File: config.mk
export PLATFORM = sky130hd
export DESIGN_NAME = perec_seq
export DESIGN_NICKNAME = d
export VERILOG_FILES = /design/src/packed_edge_record_insert_assert.svh /design/src/perec_pkg.sv /design/src/perec_seq.sv
export SDC_FILE = /design/constraint.sdc
export NUM_CORES = 1
export LEC_CHECK = 0
export BUFFER_PORTS_ARGS = -buffer_cell sky130_fd_sc_hd__clkbuf_2
export CORE_AREA = 2 2 51 43
export CTS_BUF_LIST = sky130_fd_sc_hd__clkbuf_4 sky130_fd_sc_hd__clkbuf_8 sky130_fd_sc_hd__clkbuf_16
export CTS_CLUSTER_SIZE = 14
export DETAILED_ROUTE_END_ITERATION = 8
export DIE_AREA = 0 0 53 45
export GPL_TIMING_DRIVEN = 0
export PLACE_DENSITY = 0.75
export SKIP_CTS_REPAIR_TIMING = 1
export SLEW_MARGIN = 20
export SYNTH_ARGS = -nofsm -noshare
export SYNTH_HDL_FRONTEND = slang
export SYNTH_SLANG_ARGS = --single-unit
File: constraint.sdc
create_clock -name clk -period 3.2 [get_ports clk]
set_clock_uncertainty 0.15 [all_clocks]
set_input_delay 0.64 -clock clk [delete_from_list [all_inputs] [get_ports clk]]
set_output_delay 0.64 -clock clk [all_outputs]
set_load 0.05 [all_outputs]
File: src/packed_edge_record_insert_assert.svh
// ----------------------------------------------------------------------------
// Packed edge record insert - assertion macros
// Shared concurrent check forms for the record store block.
// ----------------------------------------------------------------------------
`ifndef PACKED_EDGE_RECORD_INSERT_ASSERT_SVH
`define PACKED_EDGE_RECORD_INSERT_ASSERT_SVH

// same-cycle implication, disabled while reset is asserted
`define PEREC_ASSERT_SAME(lbl, ck, rn, ante, cons, msg) \
	lbl: assert property (@(posedge ck) disable iff (!rn) (ante) |-> (cons)) \
		else $error(msg);

// next-cycle implication, disabled while reset is asserted
`define PEREC_ASSERT_NEXT(lbl, ck, rn, ante, cons, msg) \
	lbl: assert property (@(posedge ck) disable iff (!rn) (ante) |=> (cons)) \
		else $error(msg);

`endif

File: src/perec_pkg.sv
// ----------------------------------------------------------------------------
// perec_pkg
// Constants, control word layout and microcode ROM for the record store.
// ----------------------------------------------------------------------------
package perec_pkg;

	localparam int CAPACITY = 4096;
	localparam int ADDR_W   = $clog2(CAPACITY);
	localparam int CNT_W    = $clog2(CAPACITY + 1);
	localparam int WORD_W   = 16;
	localparam int USED_W   = 13;

	typedef enum logic [1:0] {
		ST_INS  = 2'd0,
		ST_NEW  = 2'd1,
		ST_FULL = 2'd2,
		ST_REJ  = 2'd3
	} status_t;

	typedef enum logic [4:0] {
		S_IDLE, S_CHKZ, S_SCAN, S_DECIDE, S_INS_CHK, S_SEEK, S_SH_INIT, S_SHIFT,
		S_SH_LAST, S_PUT_TS, S_EMIT, S_APP_CHK, S_APP_ID, S_APP_TS, S_APP_Z,
		S_FULL, S_REJ
	} step_t;

	typedef enum logic [3:0] {
		C_NEVER, C_ALWAYS, C_START, C_ZERO, C_SCAN_END, C_NOT_FOUND,
		C_FULL_INS, C_FULL_APP, C_SEEK_ZERO, C_PTR_AT_J
	} cond_t;

	typedef enum logic [2:0] {
		P_HOLD, P_ZERO, P_AT1, P_LAST, P_INC, P_DEC
	} ptr_op_t;

	typedef enum logic [2:0] {
		W_NONE, W_SHIFT, W_TS_J, W_ID, W_TS, W_ZERO
	} wr_op_t;

	typedef enum logic [1:0] {
		F_HOLD, F_INC1, F_INC3
	} fill_op_t;

	typedef struct packed {
		logic     ld_in;
		logic     clr;
		logic     rd;
		logic     scan;
		logic     cap_j;
		ptr_op_t  ptr_op;
		wr_op_t   wr_op;
		fill_op_t fill_op;
		logic     st_ld;
		status_t  st_val;
		logic     emit;
	} ctrl_t;

	typedef struct packed {
		ctrl_t ctrl;
		cond_t cond;
		step_t target;
		logic  stay;
	} ucode_t;

	typedef struct packed {
		logic zero_in;
		logic scan_end;
		logic not_found;
		logic full_ins;
		logic full_app;
		logic seek_zero;
		logic ptr_at_j;
	} flags_t;

	// cond false: stay in place when stay is set, else fall through
	function automatic ucode_t ucode_rom(input step_t step);
		ucode_t u;
		u = '0;
		unique case (step)
			S_IDLE: begin
				u.ctrl.ld_in = 1'b1;
				u.cond = C_START; u.target = S_CHKZ; u.stay = 1'b1;
			end
			S_CHKZ: begin
				u.ctrl.clr = 1'b1; u.ctrl.ptr_op = P_ZERO;
				u.cond = C_ZERO; u.target = S_REJ;
			end
			S_SCAN: begin
				u.ctrl.rd = 1'b1; u.ctrl.scan = 1'b1; u.ctrl.ptr_op = P_INC;
				u.cond = C_SCAN_END; u.target = S_DECIDE; u.stay = 1'b1;
			end
			S_DECIDE: begin
				u.ctrl.ptr_op = P_AT1;
				u.cond = C_NOT_FOUND; u.target = S_APP_CHK;
			end
			S_INS_CHK: begin
				u.cond = C_FULL_INS; u.target = S_FULL;
			end
			S_SEEK: begin
				u.ctrl.rd = 1'b1; u.ctrl.cap_j = 1'b1; u.ctrl.ptr_op = P_INC;
				u.cond = C_SEEK_ZERO; u.target = S_SH_INIT; u.stay = 1'b1;
			end
			S_SH_INIT: begin
				u.ctrl.ptr_op = P_LAST;
			end
			S_SHIFT: begin
				u.ctrl.rd = 1'b1; u.ctrl.ptr_op = P_DEC; u.ctrl.wr_op = W_SHIFT;
				u.cond = C_PTR_AT_J; u.target = S_SH_LAST; u.stay = 1'b1;
			end
			S_SH_LAST: begin
				u.ctrl.wr_op = W_SHIFT;
			end
			S_PUT_TS: begin
				u.ctrl.wr_op = W_TS_J; u.ctrl.fill_op = F_INC1;
				u.ctrl.st_ld = 1'b1; u.ctrl.st_val = ST_INS;
			end
			S_EMIT: begin
				u.ctrl.emit = 1'b1;
				u.cond = C_ALWAYS; u.target = S_IDLE;
			end
			S_APP_CHK: begin
				u.cond = C_FULL_APP; u.target = S_FULL;
			end
			S_APP_ID: begin
				u.ctrl.wr_op = W_ID;
			end
			S_APP_TS: begin
				u.ctrl.wr_op = W_TS;
			end
			S_APP_Z: begin
				u.ctrl.wr_op = W_ZERO; u.ctrl.fill_op = F_INC3;
				u.ctrl.st_ld = 1'b1; u.ctrl.st_val = ST_NEW;
				u.cond = C_ALWAYS; u.target = S_EMIT;
			end
			S_FULL: begin
				u.ctrl.st_ld = 1'b1; u.ctrl.st_val = ST_FULL;
				u.cond = C_ALWAYS; u.target = S_EMIT;
			end
			S_REJ: begin
				u.ctrl.st_ld = 1'b1; u.ctrl.st_val = ST_REJ;
				u.cond = C_ALWAYS; u.target = S_EMIT;
			end
			default: begin
				u.cond = C_ALWAYS; u.target = S_IDLE;
			end
		endcase
		return u;
	endfunction

endpackage

File: src/perec_seq.sv
// ----------------------------------------------------------------------------
// perec_seq
// Step counter with ROM-driven conditional jumps; issues one control word.
// ----------------------------------------------------------------------------
module perec_seq (
	input  logic              clk,
	input  logic              arst_n,
	input  logic              start,
	input  perec_pkg::flags_t flags,
	output perec_pkg::ctrl_t  ctrl,
	output logic              busy
);

	perec_pkg::step_t  pc_q;
	perec_pkg::step_t  pc_d;
	perec_pkg::ucode_t uc;
	logic              cond_met;

	assign uc = perec_pkg::ucode_rom(pc_q);

	always_comb begin
		unique case (uc.cond)
			perec_pkg::C_NEVER:     cond_met = 1'b0;
			perec_pkg::C_ALWAYS:    cond_met = 1'b1;
			perec_pkg::C_START:     cond_met = start;
			perec_pkg::C_ZERO:      cond_met = flags.zero_in;
			perec_pkg::C_SCAN_END:  cond_met = flags.scan_end;
			perec_pkg::C_NOT_FOUND: cond_met = flags.not_found;
			perec_pkg::C_FULL_INS:  cond_met = flags.full_ins;
			perec_pkg::C_FULL_APP:  cond_met = flags.full_app;
			perec_pkg::C_SEEK_ZERO: cond_met = flags.seek_zero;
			perec_pkg::C_PTR_AT_J:  cond_met = flags.ptr_at_j;
			default:                cond_met = 1'b0;
		endcase
	end

	// next step
	always_comb begin
		if (cond_met) begin
			pc_d = uc.target;
		end else if (uc.stay) begin
			pc_d = pc_q;
		end else begin
			pc_d = perec_pkg::step_t'(pc_q + 5'd1);
		end
	end

	// outputs
	always_comb begin
		ctrl = uc.ctrl;
		busy = (pc_q != perec_pkg::S_IDLE);
	end

	always_ff @(posedge clk or negedge arst_n) begin
		if (!arst_n) begin
			pc_q <= perec_pkg::S_IDLE;
		end else begin
			pc_q <= pc_d;
		end
	end

endmodule

### After elaboration in Yosys (flattened, before gate mapping)

Index checks and enable logic that the tools add are counted.

* register bits: 5
* bits of input ports: 10
* output and inout bits: 18
* logic and storage cells: 51

* add/sub/neg operators: 1
* equality and inequality tests: 26
* multiplexer cells: 15
* reductions and logical operators: 8

Operator list (number)
* $pmux 9 s10: 1
* $eq 5x4->1 const B: 8
* $pmux 3 s5: 2
* $eq 5x3->1 const B: 4
* $eq 4x3->1 const B: 4
* $pmux 3 s4: 1
* $eq 5x2->1 const B: 2
* $mux 5: 2
* $pmux 1 s9: 1
* $eq 4x2->1 const B: 2
* $eq 4x4->1 const B: 2
* $mux 1: 7
* $reduce_or 3->1: 2
* $add 5x1->5 const B: 1
* $eq 5x1->1 const B: 1
* $eq 5x5->1 const B: 1
* $logic_not 5->1: 1
* $reduce_bool 5->1: 1
* $reduce_or 5->1: 1
* $eq 4x1->1 const B: 1
* $pmux 2 s2: 1
* $reduce_or 2->1: 2
* $reduce_or 4->1: 1
* $ne 2x1->1 const B: 1

### Longest topological paths before layout

Gate-level depths: netlist of the first run.

* depth in word-level cells: 6
* depth in mapped cells: 12
* gate-level depth less buffers: 11

### Worst setup path after synthesis of the first run

OpenSTA, ideal clock, no wires.

* kind: reg-to-output
* start: reg pc_q[0]
* end: out busy
* arrival time: 2.849 ns
* required time: 2.410 ns
* slack: -0.439 ns
* cell stages (with the launch flop): 6
* path buffers: 1
* path through: dfrtp_1 > inv_1 > ha_1 > clkbuf_1 > nor3b_1 > inv_1

* word-level cells in the longest chain between the ends: 1

Ends and longest elaborated chain
* start, declared: RTL line perec_seq.sv:14 `perec_pkg::step_t pc_q;`
* start signal, assigned: RTL line perec_seq.sv:56 `pc_q <= perec_pkg::S_IDLE;`
* start signal, assigned: RTL line perec_seq.sv:58 `pc_q <= pc_d;`
* $reduce_bool 5->1: RTL line perec_seq.sv:51 `busy = (pc_q != perec_pkg::S_IDLE);`
* end, declared: RTL line perec_seq.sv:11 `output logic busy`

Every way passes these cells.

### Worst setup path in the final report of the first run

* start: reg pc_q[0]
* end: reg pc_q[2]

* word-level cells in the longest chain between the ends: 6
* elaborated cells between the ends (all ways): 35
* those cells by class: add/sub (1); eq/ne (25); mux (5); reduce/logical (4)

Ends and longest elaborated chain
* $eq 5x4->1, or another cell as far along: RTL line perec_pkg.sv:78 `unique case (step)`
* $reduce_or 5->1 (no source line) or $reduce_or 3->1 (tied branches)
* $pmux 9 s10: RTL line perec_pkg.sv:78
* $eq 4x4->1, or another cell as far along: RTL line perec_seq.sv:22 `unique case (uc.cond)`
* $pmux 1 s9: RTL line perec_seq.sv:22
* $ne 2x1->1 (no source line) or $mux 5 (tied branches)

Parallel ways exist; a longest one is shown, timed or not. The select of a mux whose other input is x is not followed.
A chain may end at the register's enable or synchronous reset.

==> results of run 1 <==
==> logic make-up after synthesis <==
logic type	count (synthesis)	synth area share, %
buffers and inverters	20	12.4
xor gates and xnor gates	3	2.97
AOI/OAI and AO/OA	38	28.7
adders and majority gates	5	7.07
and+or+nand+nor	39	22.8
DFF	5	14.1
muxes	9	11.9
==> path summary, 6_finish.rpt <==
path                                     start             endpoint  slack [ns]
setup / recovery           pc_q[0]$_DFFE_PN0P_  pc_q[2]$_DFFE_PN0P_        0.23
hold / removal                          arst_n  pc_q[4]$_DFFE_PN0P_        0.05
setup reg to reg           pc_q[0]$_DFFE_PN0P_  pc_q[2]$_DFFE_PN0P_        0.23
hold reg to reg            pc_q[1]$_DFFE_PN0P_  pc_q[1]$_DFFE_PN0P_        0.52
max in group asynchronous               arst_n  pc_q[0]$_DFFE_PN0P_        2.71
min in group clk           pc_q[1]$_DFFE_PN0P_  pc_q[1]$_DFFE_PN0P_        0.52
==> cell type report <==
cell class	count	area, µm²	share of cell area [%]
Clock buffer	4	30.0	2.77
Tap cell	24	30.0	2.77
Inverter	10	37.5	3.46
Timing Repair Buffer	27	135	12.5
Buffer	10	72.6	6.69
Multi-Input combinational cell	94	654	60.3
Sequential cell	5	125	11.5
==> critical path, stage by stage, from the launching register on <==
cell and delay [ns]:
dfrtp_1 0.41, ha_1 0.22, buf_2 0.18, nand2_1 0.14, nor2_1 0.06, ha_1 0.19, inv_1 0.05, o221a_1 0.18
o21a_1 0.22, a21oi_2 0.08, a2111oi_0 0.39, a211o_2 0.26, mux2_4 0.32
==> synth_stat cells (3+ instances only) <==
master	instances
mux2i_1	6
mux2_4	3
a21oi_1	9
ha_1	5
nand3_1	3
dfrtp_1	5
buf_2	4
nand2b_1	4
o21a_1	3
o21ai_0	9
inv_1	9
nor2_1	15
buf_6	4
nand2_1	5
==> through the flow <==
step,setup slack (ns),std cells
finish,0.234,174
global route,0.0861,174
CTS,0.272,174
detailed placement,0.276,170
global placement,0.377,170
floorplan,0.0603,119
==> per-layer routing <==
layer / track usage, % / wire, µm
met1: 31.0 / 1090
met5: 0 / 0
met3: 4.30 / 184
met2: 37.0 / 1020
met4: 7.18 / 39
==> results.toml, run 1 <==
[drt]
num_vias = 966
post-route-drc-count = 0
firstDrtPassIters = 4
drt_iter0_markers = 45
vias_per_cell = 5.55
final_antenna_net_count = 0
wl_per_cell_um = 13.5
wl_mm = 2.34

[critical_path]
reg2regPathDepth = 12
cp_max_fo = 9
arrival_ns = 2.94
path_class = "reg2reg"
end_kind = "register"
cp.required_ns = 3.18
startpoint_type = "register"

[timing]
period_needed_ns = 2.97
rsz0062_at_grt = "no"
tightest_slew_ns = 0.436
finalSetupTns_ns = 0
finalHoldViolCount = 0
maxSlewHeadroom_pct = 70.9
max_freq_mhz = 337
holdWs_ns = 0.0505
slew_viol_final = 0
setup_viol = 0
period_share_pct = 92.7

[status]
outcome = "complete, no violations"

[logic_synthesis]
yosys_warnings = 0
synth_top_area_share_pct = 14.1
synth.distinct_cells = 41
ys.flop_type = "dfrtp_1"
synth.area.top_cells = "dfrtp_1, ha_1, mux2i_1, nor2_1, a21oi_1"
yosys.area.top_type = "dfrtp_1"
async_flop_share_pct = 100
netlist_area_um2 = 885
syn-num-nets = 134
synth_cells = 119
avgSynthCellArea_um2 = 7.43
synth_edf_count = 0
ys_seq_area_share_pct = 14.1
synth-seq-cells = 5

[floorplanning]
start_util_pct = 48.1
fp.coreArea_mm2 = 0.00184
die_x_um = 53
die_area_mm2 = 0.00239
die_h_um = 45
rows = 14
io_pins = 28

[finish]
fin_area_mm2 = 0.00108
mostFrequentLayoutCells = "clkbuf_2, nor2_1, a21oi_1, o21ai_0, inv_1"
top_regs = "pc_q x5"
drive_above_1_share_pct = 33.3
largest_reg_flops = 5
area.growth.synth_to_final_pct = 22.6
antenna_cells = 0
fillers = 179
nets = 166
top_register = "pc_q"
fin_util_pct = 59.0
layout_commonest_cell = "clkbuf_2"

[grt]
grt-ovfl-total = 0
grt_pass1_wl_mm = 3.97
antenna_found_initial = 0
grt_max_degree = 11
grt_pass1_vias = 866
track_usage_pct = 22.9

[cts]
cts_buffer_depth = 2
clock_latency_ns = 0.25
cts_tree = "yes"
clkTransAtPathRegs_ns = 0.04
cts.sinks = 5
h-tree-depth = 1
cts_root_buffer = "clkbuf_4"
numCtsBuffers = 3

[placed_design]
io_buffers = 27
placed_area_mm2 = 0.00105
hpwl_mm = 1.81
gp_congestion = 0.936

[min_path]
hold_class = "in2async"

[job]
cap_violations = 0
Power of run 1 is left out: the tool's default activity adds up to more than one toggle a clock period on the data nets, which glitch-free logic cannot reach.
==> inputs of run 2 (changes only) <==
- clock period: 3.2 -> 2.9 ns (I/O delays scaled with it)
==> run 2 against run 1 <==
  * Via count up 2.1%
  * Critical path depth down 4
  * Clock-buffer cell count unchanged
  * Fmax up 5.9%
  * Worst setup slack worse by 0.13 ns
  * Sequential share of layout area down 0.36 points
  * Worst hold slack better by 0.50 ns
  * Global-route usage down 1.4 points
  * Flip-flop and latch count unchanged
  * Die area unchanged
  * Critical path type unchanged
  * Critical endpoint unchanged
  * Highest routed layer unchanged
==> results.toml, run 2 (synthesis gave the netlist of run 1 again) <==
[critical_path]
cp.required_ns = 2.87
r2r_slack_ns = 0.1
rr_startpoint = "pc_q[0]$_DFFE_PN0P_"
startpoint_type = "register"
path_class = "reg2reg"
cp_max_fo = 10
end_kind = "register"
reg2regPathDepth = 8
arrival_ns = 2.77
rr_endpoint = "pc_q[2]$_DFFE_PN0P_"

[cts]
clock_latency_ns = 0.24
numCtsBuffers = 3
cts_tree = "yes"
cts.sinks = 5
clkTransAtPathRegs_ns = 0.04
h-tree-depth = 1
cts_root_buffer = "clkbuf_4"
cts_buffer_depth = 2

[grt]
antenna_found_initial = 0
grt_use_met1_pct = 29.0
grt_max_degree = 11
met3_usage_pct = 5.30
grt_pass1_vias = 831
grt-ovfl-total = 0
grt_pass1_wl_mm = 3.77
track_usage_pct = 21.5
met2_usage_pct = 34.3
top_usage_layer = "met2"

[timing]
worst_slack_ns = 0.0998
period_needed_ns = 2.80
finalSetupTns_ns = 0
tightest_slew_ns = 0.460
setup_viol = 0
finalHoldViolCount = 0
maxSlewHeadroom_pct = 69.3
slew_viol_final = 0
max_freq_mhz = 357
period_share_pct = 96.6

[finish]
layout_commonest_cell = "clkbuf_2"
top_register = "pc_q"
antenna_cells = 0
mostFrequentLayoutCells = "clkbuf_2, nor2_1, a21oi_1, inv_1, o21ai_0"
fin_area_mm2 = 0.00112
drive_above_1_share_pct = 36.2
nets = 168
top_regs = "pc_q x5"
area.growth.synth_to_final_pct = 26.6
largest_reg_flops = 5

[floorplanning]
die_x_um = 53
fp.coreArea_mm2 = 0.00184
io_pins = 28
die_area_mm2 = 0.00239
die_h_um = 45
rows = 14
start_util_pct = 48.1

[status]
outcome = "complete, no violations"

[drt]
wl_per_cell_um = 14.0
wl_mm = 2.46
firstDrtPassIters = 4
drt_iter0_markers = 48
vias_per_cell = 5.60
post-route-drc-count = 0
final_antenna_net_count = 0
num_vias = 986

[placed_design]
io_buffers = 27
place_ws_ns = 0.0244
hpwl_mm = 1.83
placed_area_mm2 = 0.00106
gp_congestion = 0.916

[job]
cap_violations = 0

[min_path]
hold_class = "in2async"
-- run 2: metal layers --
metal	wire length, µm	up-vias
li1	-	484
met1	1010	437
met2	1180	61
met3	255	4
met4	10	0
met5	0	-
-- run 2: cell type report --
class / count / area, µm²
Fill cell: 176 / 719
Multi-Input combinational cell: 94 / 669
Timing Repair Buffer: 30 / 160
Sequential cell: 5 / 125
Buffer: 9 / 67.6
Inverter: 10 / 37.5
Clock buffer: 4 / 30.0
Tap cell: 24 / 30.0
-- run 2: worst max-delay path by stage --
stage / end / startpoint / slack, ns
after global routing: ctrl[6] / pc_q[0]$_DFFE_PN0P_ / -0.002
after detailed placement: pc_q[2]$_DFFE_PN0P_ / pc_q[1]$_DFFE_PN0P_ / 0.02
after CTS: pc_q[2]$_DFFE_PN0P_ / pc_q[1]$_DFFE_PN0P_ / 0.01
after floorplan: busy / pc_q[0]$_DFFE_PN0P_ / 0.007
after global placement: pc_q[3]$_DFFE_PN0P_ / pc_q[1]$_DFFE_PN0P_ / 0.07
final: pc_q[2]$_DFFE_PN0P_ / pc_q[0]$_DFFE_PN0P_ / 0.1
-- run 2: metrics by stage --
stage | utilization, % | cells | hold slack (ns)
floorplan | - | 119 | 0.134
global placement | 57.6 | 170 | 0.248
detailed placement | 57.6 | 170 | 0.249
CTS | 59.2 | 174 | -0.0148
global route | 60.9 | 176 | 0.558
finish | 60.9 | 176 | 0.553
-- run 2: worst max-delay path: stages, from the launching register on --
cell and delay [ns]:
dfrtp_1 0.40, inv_1 0.13, ha_1 0.26, clkbuf_1 0.40
nor2_1 0.10, a221oi_1 0.38, o22ai_1 0.15, a211o_2 0.39
mux2_4 0.33
Power of run 2 is left out for the same reason.
==> inputs of run 3 (changes only) <==
- CELL_PAD_IN_SITES_DETAIL_PLACEMENT: unset -> 1
- CELL_PAD_IN_SITES_GLOBAL_PLACEMENT: unset -> 2
- CORE_AREA: 2 2 51 43 -> 2 2 67 57
- DIE_AREA: 0 0 53 45 -> 0 0 69 59
- PLACE_DENSITY: 0.75 -> 0.76
- SLEW_MARGIN: 20 -> 10
==> run 3 against run 2 <==
  * Non-clock buffer count is 1 lower
  * Worst hold slack worse by 0.54 ns
  * Routed wire length is 32% higher
==> results.toml, run 3 (synthesis gave the netlist of run 1 again) <==
[status]
outcome = "complete, no violations"

[placed_design]
place_ws_ns = -0.177
gp_congestion = 0.807
io_buffers = 27
hpwl_mm = 2.47

[drt]
firstDrtPassIters = 4
wl_per_cell_um = 16.8
vias_per_cell = 5.09
wl_mm = 3.25
post-route-drc-count = 0
final_antenna_net_count = 0
drt_iter0_markers = 19
num_vias = 983

[timing]
tightest_slew_ns = 0.434
max_freq_mhz = 358
period_needed_ns = 2.79
slew_viol_final = 0
setup_viol = 0
worst_slack_ns = 0.105
finalHoldViolCount = 0
maxSlewHeadroom_pct = 71.1
period_share_pct = 96.4

[floorplanning]
die_area_mm2 = 0.00407
io_pins = 28
fp.coreArea_mm2 = 0.00333
die_h_um = 59
rows = 19
die_x_um = 69
start_util_pct = 26.6

[critical_path]
critPathTopFamily = "compound AO/OA/AOI/OAI gates"
cp_max_fo = 9
critPathMaxStageDelay_ns = 0.41
reg2regPathDepth = 10
cp.required_ns = 2.85
end_kind = "register"
r2r_slack_ns = 0.11
startpoint_type = "register"
path_class = "reg2reg"
rr_startpoint = "pc_q[0]$_DFFE_PN0P_"
arrival_ns = 2.75
crit_chain = "inv_1 > ha_1 > buf_2 > mux2i_1 > o21ai_2 > and2_2 > mux2i_1 > o22ai_1 > a211o_4 > mux2_4"
worst-path-buf-inv = 2
crit_slowest_cell = "dfrtp_1"
rr_endpoint = "pc_q[2]$_DFFE_PN0P_"
cpMostUsedCell = "mux2i_1"

[job]
cap_violations = 0

[grt]
antenna_found_initial = 0
grt_pass1_wl_mm = 5.24
grt-ovfl-total = 0
track_usage_pct = 16.6
grt_pass1_vias = 1028
grt_max_degree = 11

[finish]
largest_reg_flops = 5
top_register = "pc_q"
drive_above_1_share_pct = 39.7
fillers = 441
mostFrequentLayoutCells = "clkbuf_2, nor2_1, a21oi_1, inv_1, o21ai_0"
top_regs = "pc_q x5"
antenna_cells = 0
area.growth.synth_to_final_pct = 34.7
fin_util_pct = 35.8
layout_commonest_cell = "clkbuf_2"
nets = 167

[cts]
h-tree-depth = 1
cts_root_buffer = "clkbuf_8"
clkTransAtPathRegs_ns = 0.04
cts.sinks = 5
clock_latency_ns = 0.23
numCtsBuffers = 3
cts_buffer_depth = 2
cts_tree = "yes"

[min_path]
hold_class = "in2async"
run 3: cell count changes in the layout (fill, tap and decap cells not counted), moves of 2 or more:
cell	before	now
dfrtp_2	0	2
dfrtp_1	5	3
clkbuf_8	0	3
clkbuf_4	4	2
run 3: worst reg2reg max path: cells and delay by family (launching register included):
kind / cells / cell delay (ns)
flops: 1 / 0.41
fa+ha+maj: 1 / 0.16
compound gates: 3 / 0.68
simple gates: 1 / 0.25
buf+inv: 2 / 0.35
mux: 3 / 0.66
run 3: worst max-delay path by stage:
stage	start	end	slack, ns	cells past startpoint
2_1_floorplan	pc_q[0]$_DFFE_PN0P_	busy	0.007	5
3_3_place_gp	pc_q[1]$_DFFE_PN0P_	pc_q[2]$_DFFE_PN0P_	-0.02	12
3_5_place_dp	pc_q[1]$_DFFE_PN0P_	pc_q[2]$_DFFE_PN0P_	-0.18	12
4_1_cts	pc_q[1]$_DFFE_PN0P_	pc_q[2]$_DFFE_PN0P_	-0.24	12
5_1_grt	pc_q[0]$_DFFE_PN0P_	pc_q[4]$_DFFE_PN0P_	-0.002	10
6_report	pc_q[0]$_DFFE_PN0P_	pc_q[2]$_DFFE_PN0P_	0.11	10
run 3: cell type report:
type / count / area [µm²] / area share [%]
multi-input combinational: 94 / 706 / 59.2
clock buffer: 4 / 48.8 / 4.10
tap: 42 / 52.6 / 4.41
inverter: 10 / 37.5 / 3.15
sequential: 5 / 128 / 10.7
buffer: 10 / 76.3 / 6.41
timing repair buffer: 28 / 143 / 12.0
run 3: metrics by stage:
| stage | instance area, µm² | TNS (ns) | hold slack (ns) | std cells |
|---|---|---|---|---|
| after global routing | 1190 | -0.00221 | 0.0154 | 193 |
| after detailed placement | 1080 | -0.600 | 0.258 | 188 |
| final | 1190 | 0 | 0.0102 | 193 |
| after global placement | 1080 | -0.0482 | 0.249 | 188 |
| after CTS | 1130 | -0.883 | 0.00869 | 192 |
| after floorplan | 893 | 0 | 0.134 | 119 |
run 3: routing by layer:
| metal | global-route usage [%] | wire [µm] | vias to the layer above | part of all wire, % |
|---|---|---|---|---|
| met1 | 20.2 | 1530 | 464 | 47 |
| met4 | 5.04 | 47 | 0 | 1.4 |
| li1 | - | - | 486 | - |
| met3 | 2.89 | 135 | 4 | 4.2 |
| met5 | 0 | 0 | - | 0 |
| met2 | 30.2 | 1530 | 29 | 47 |
Power of run 3 is left out for the same reason.
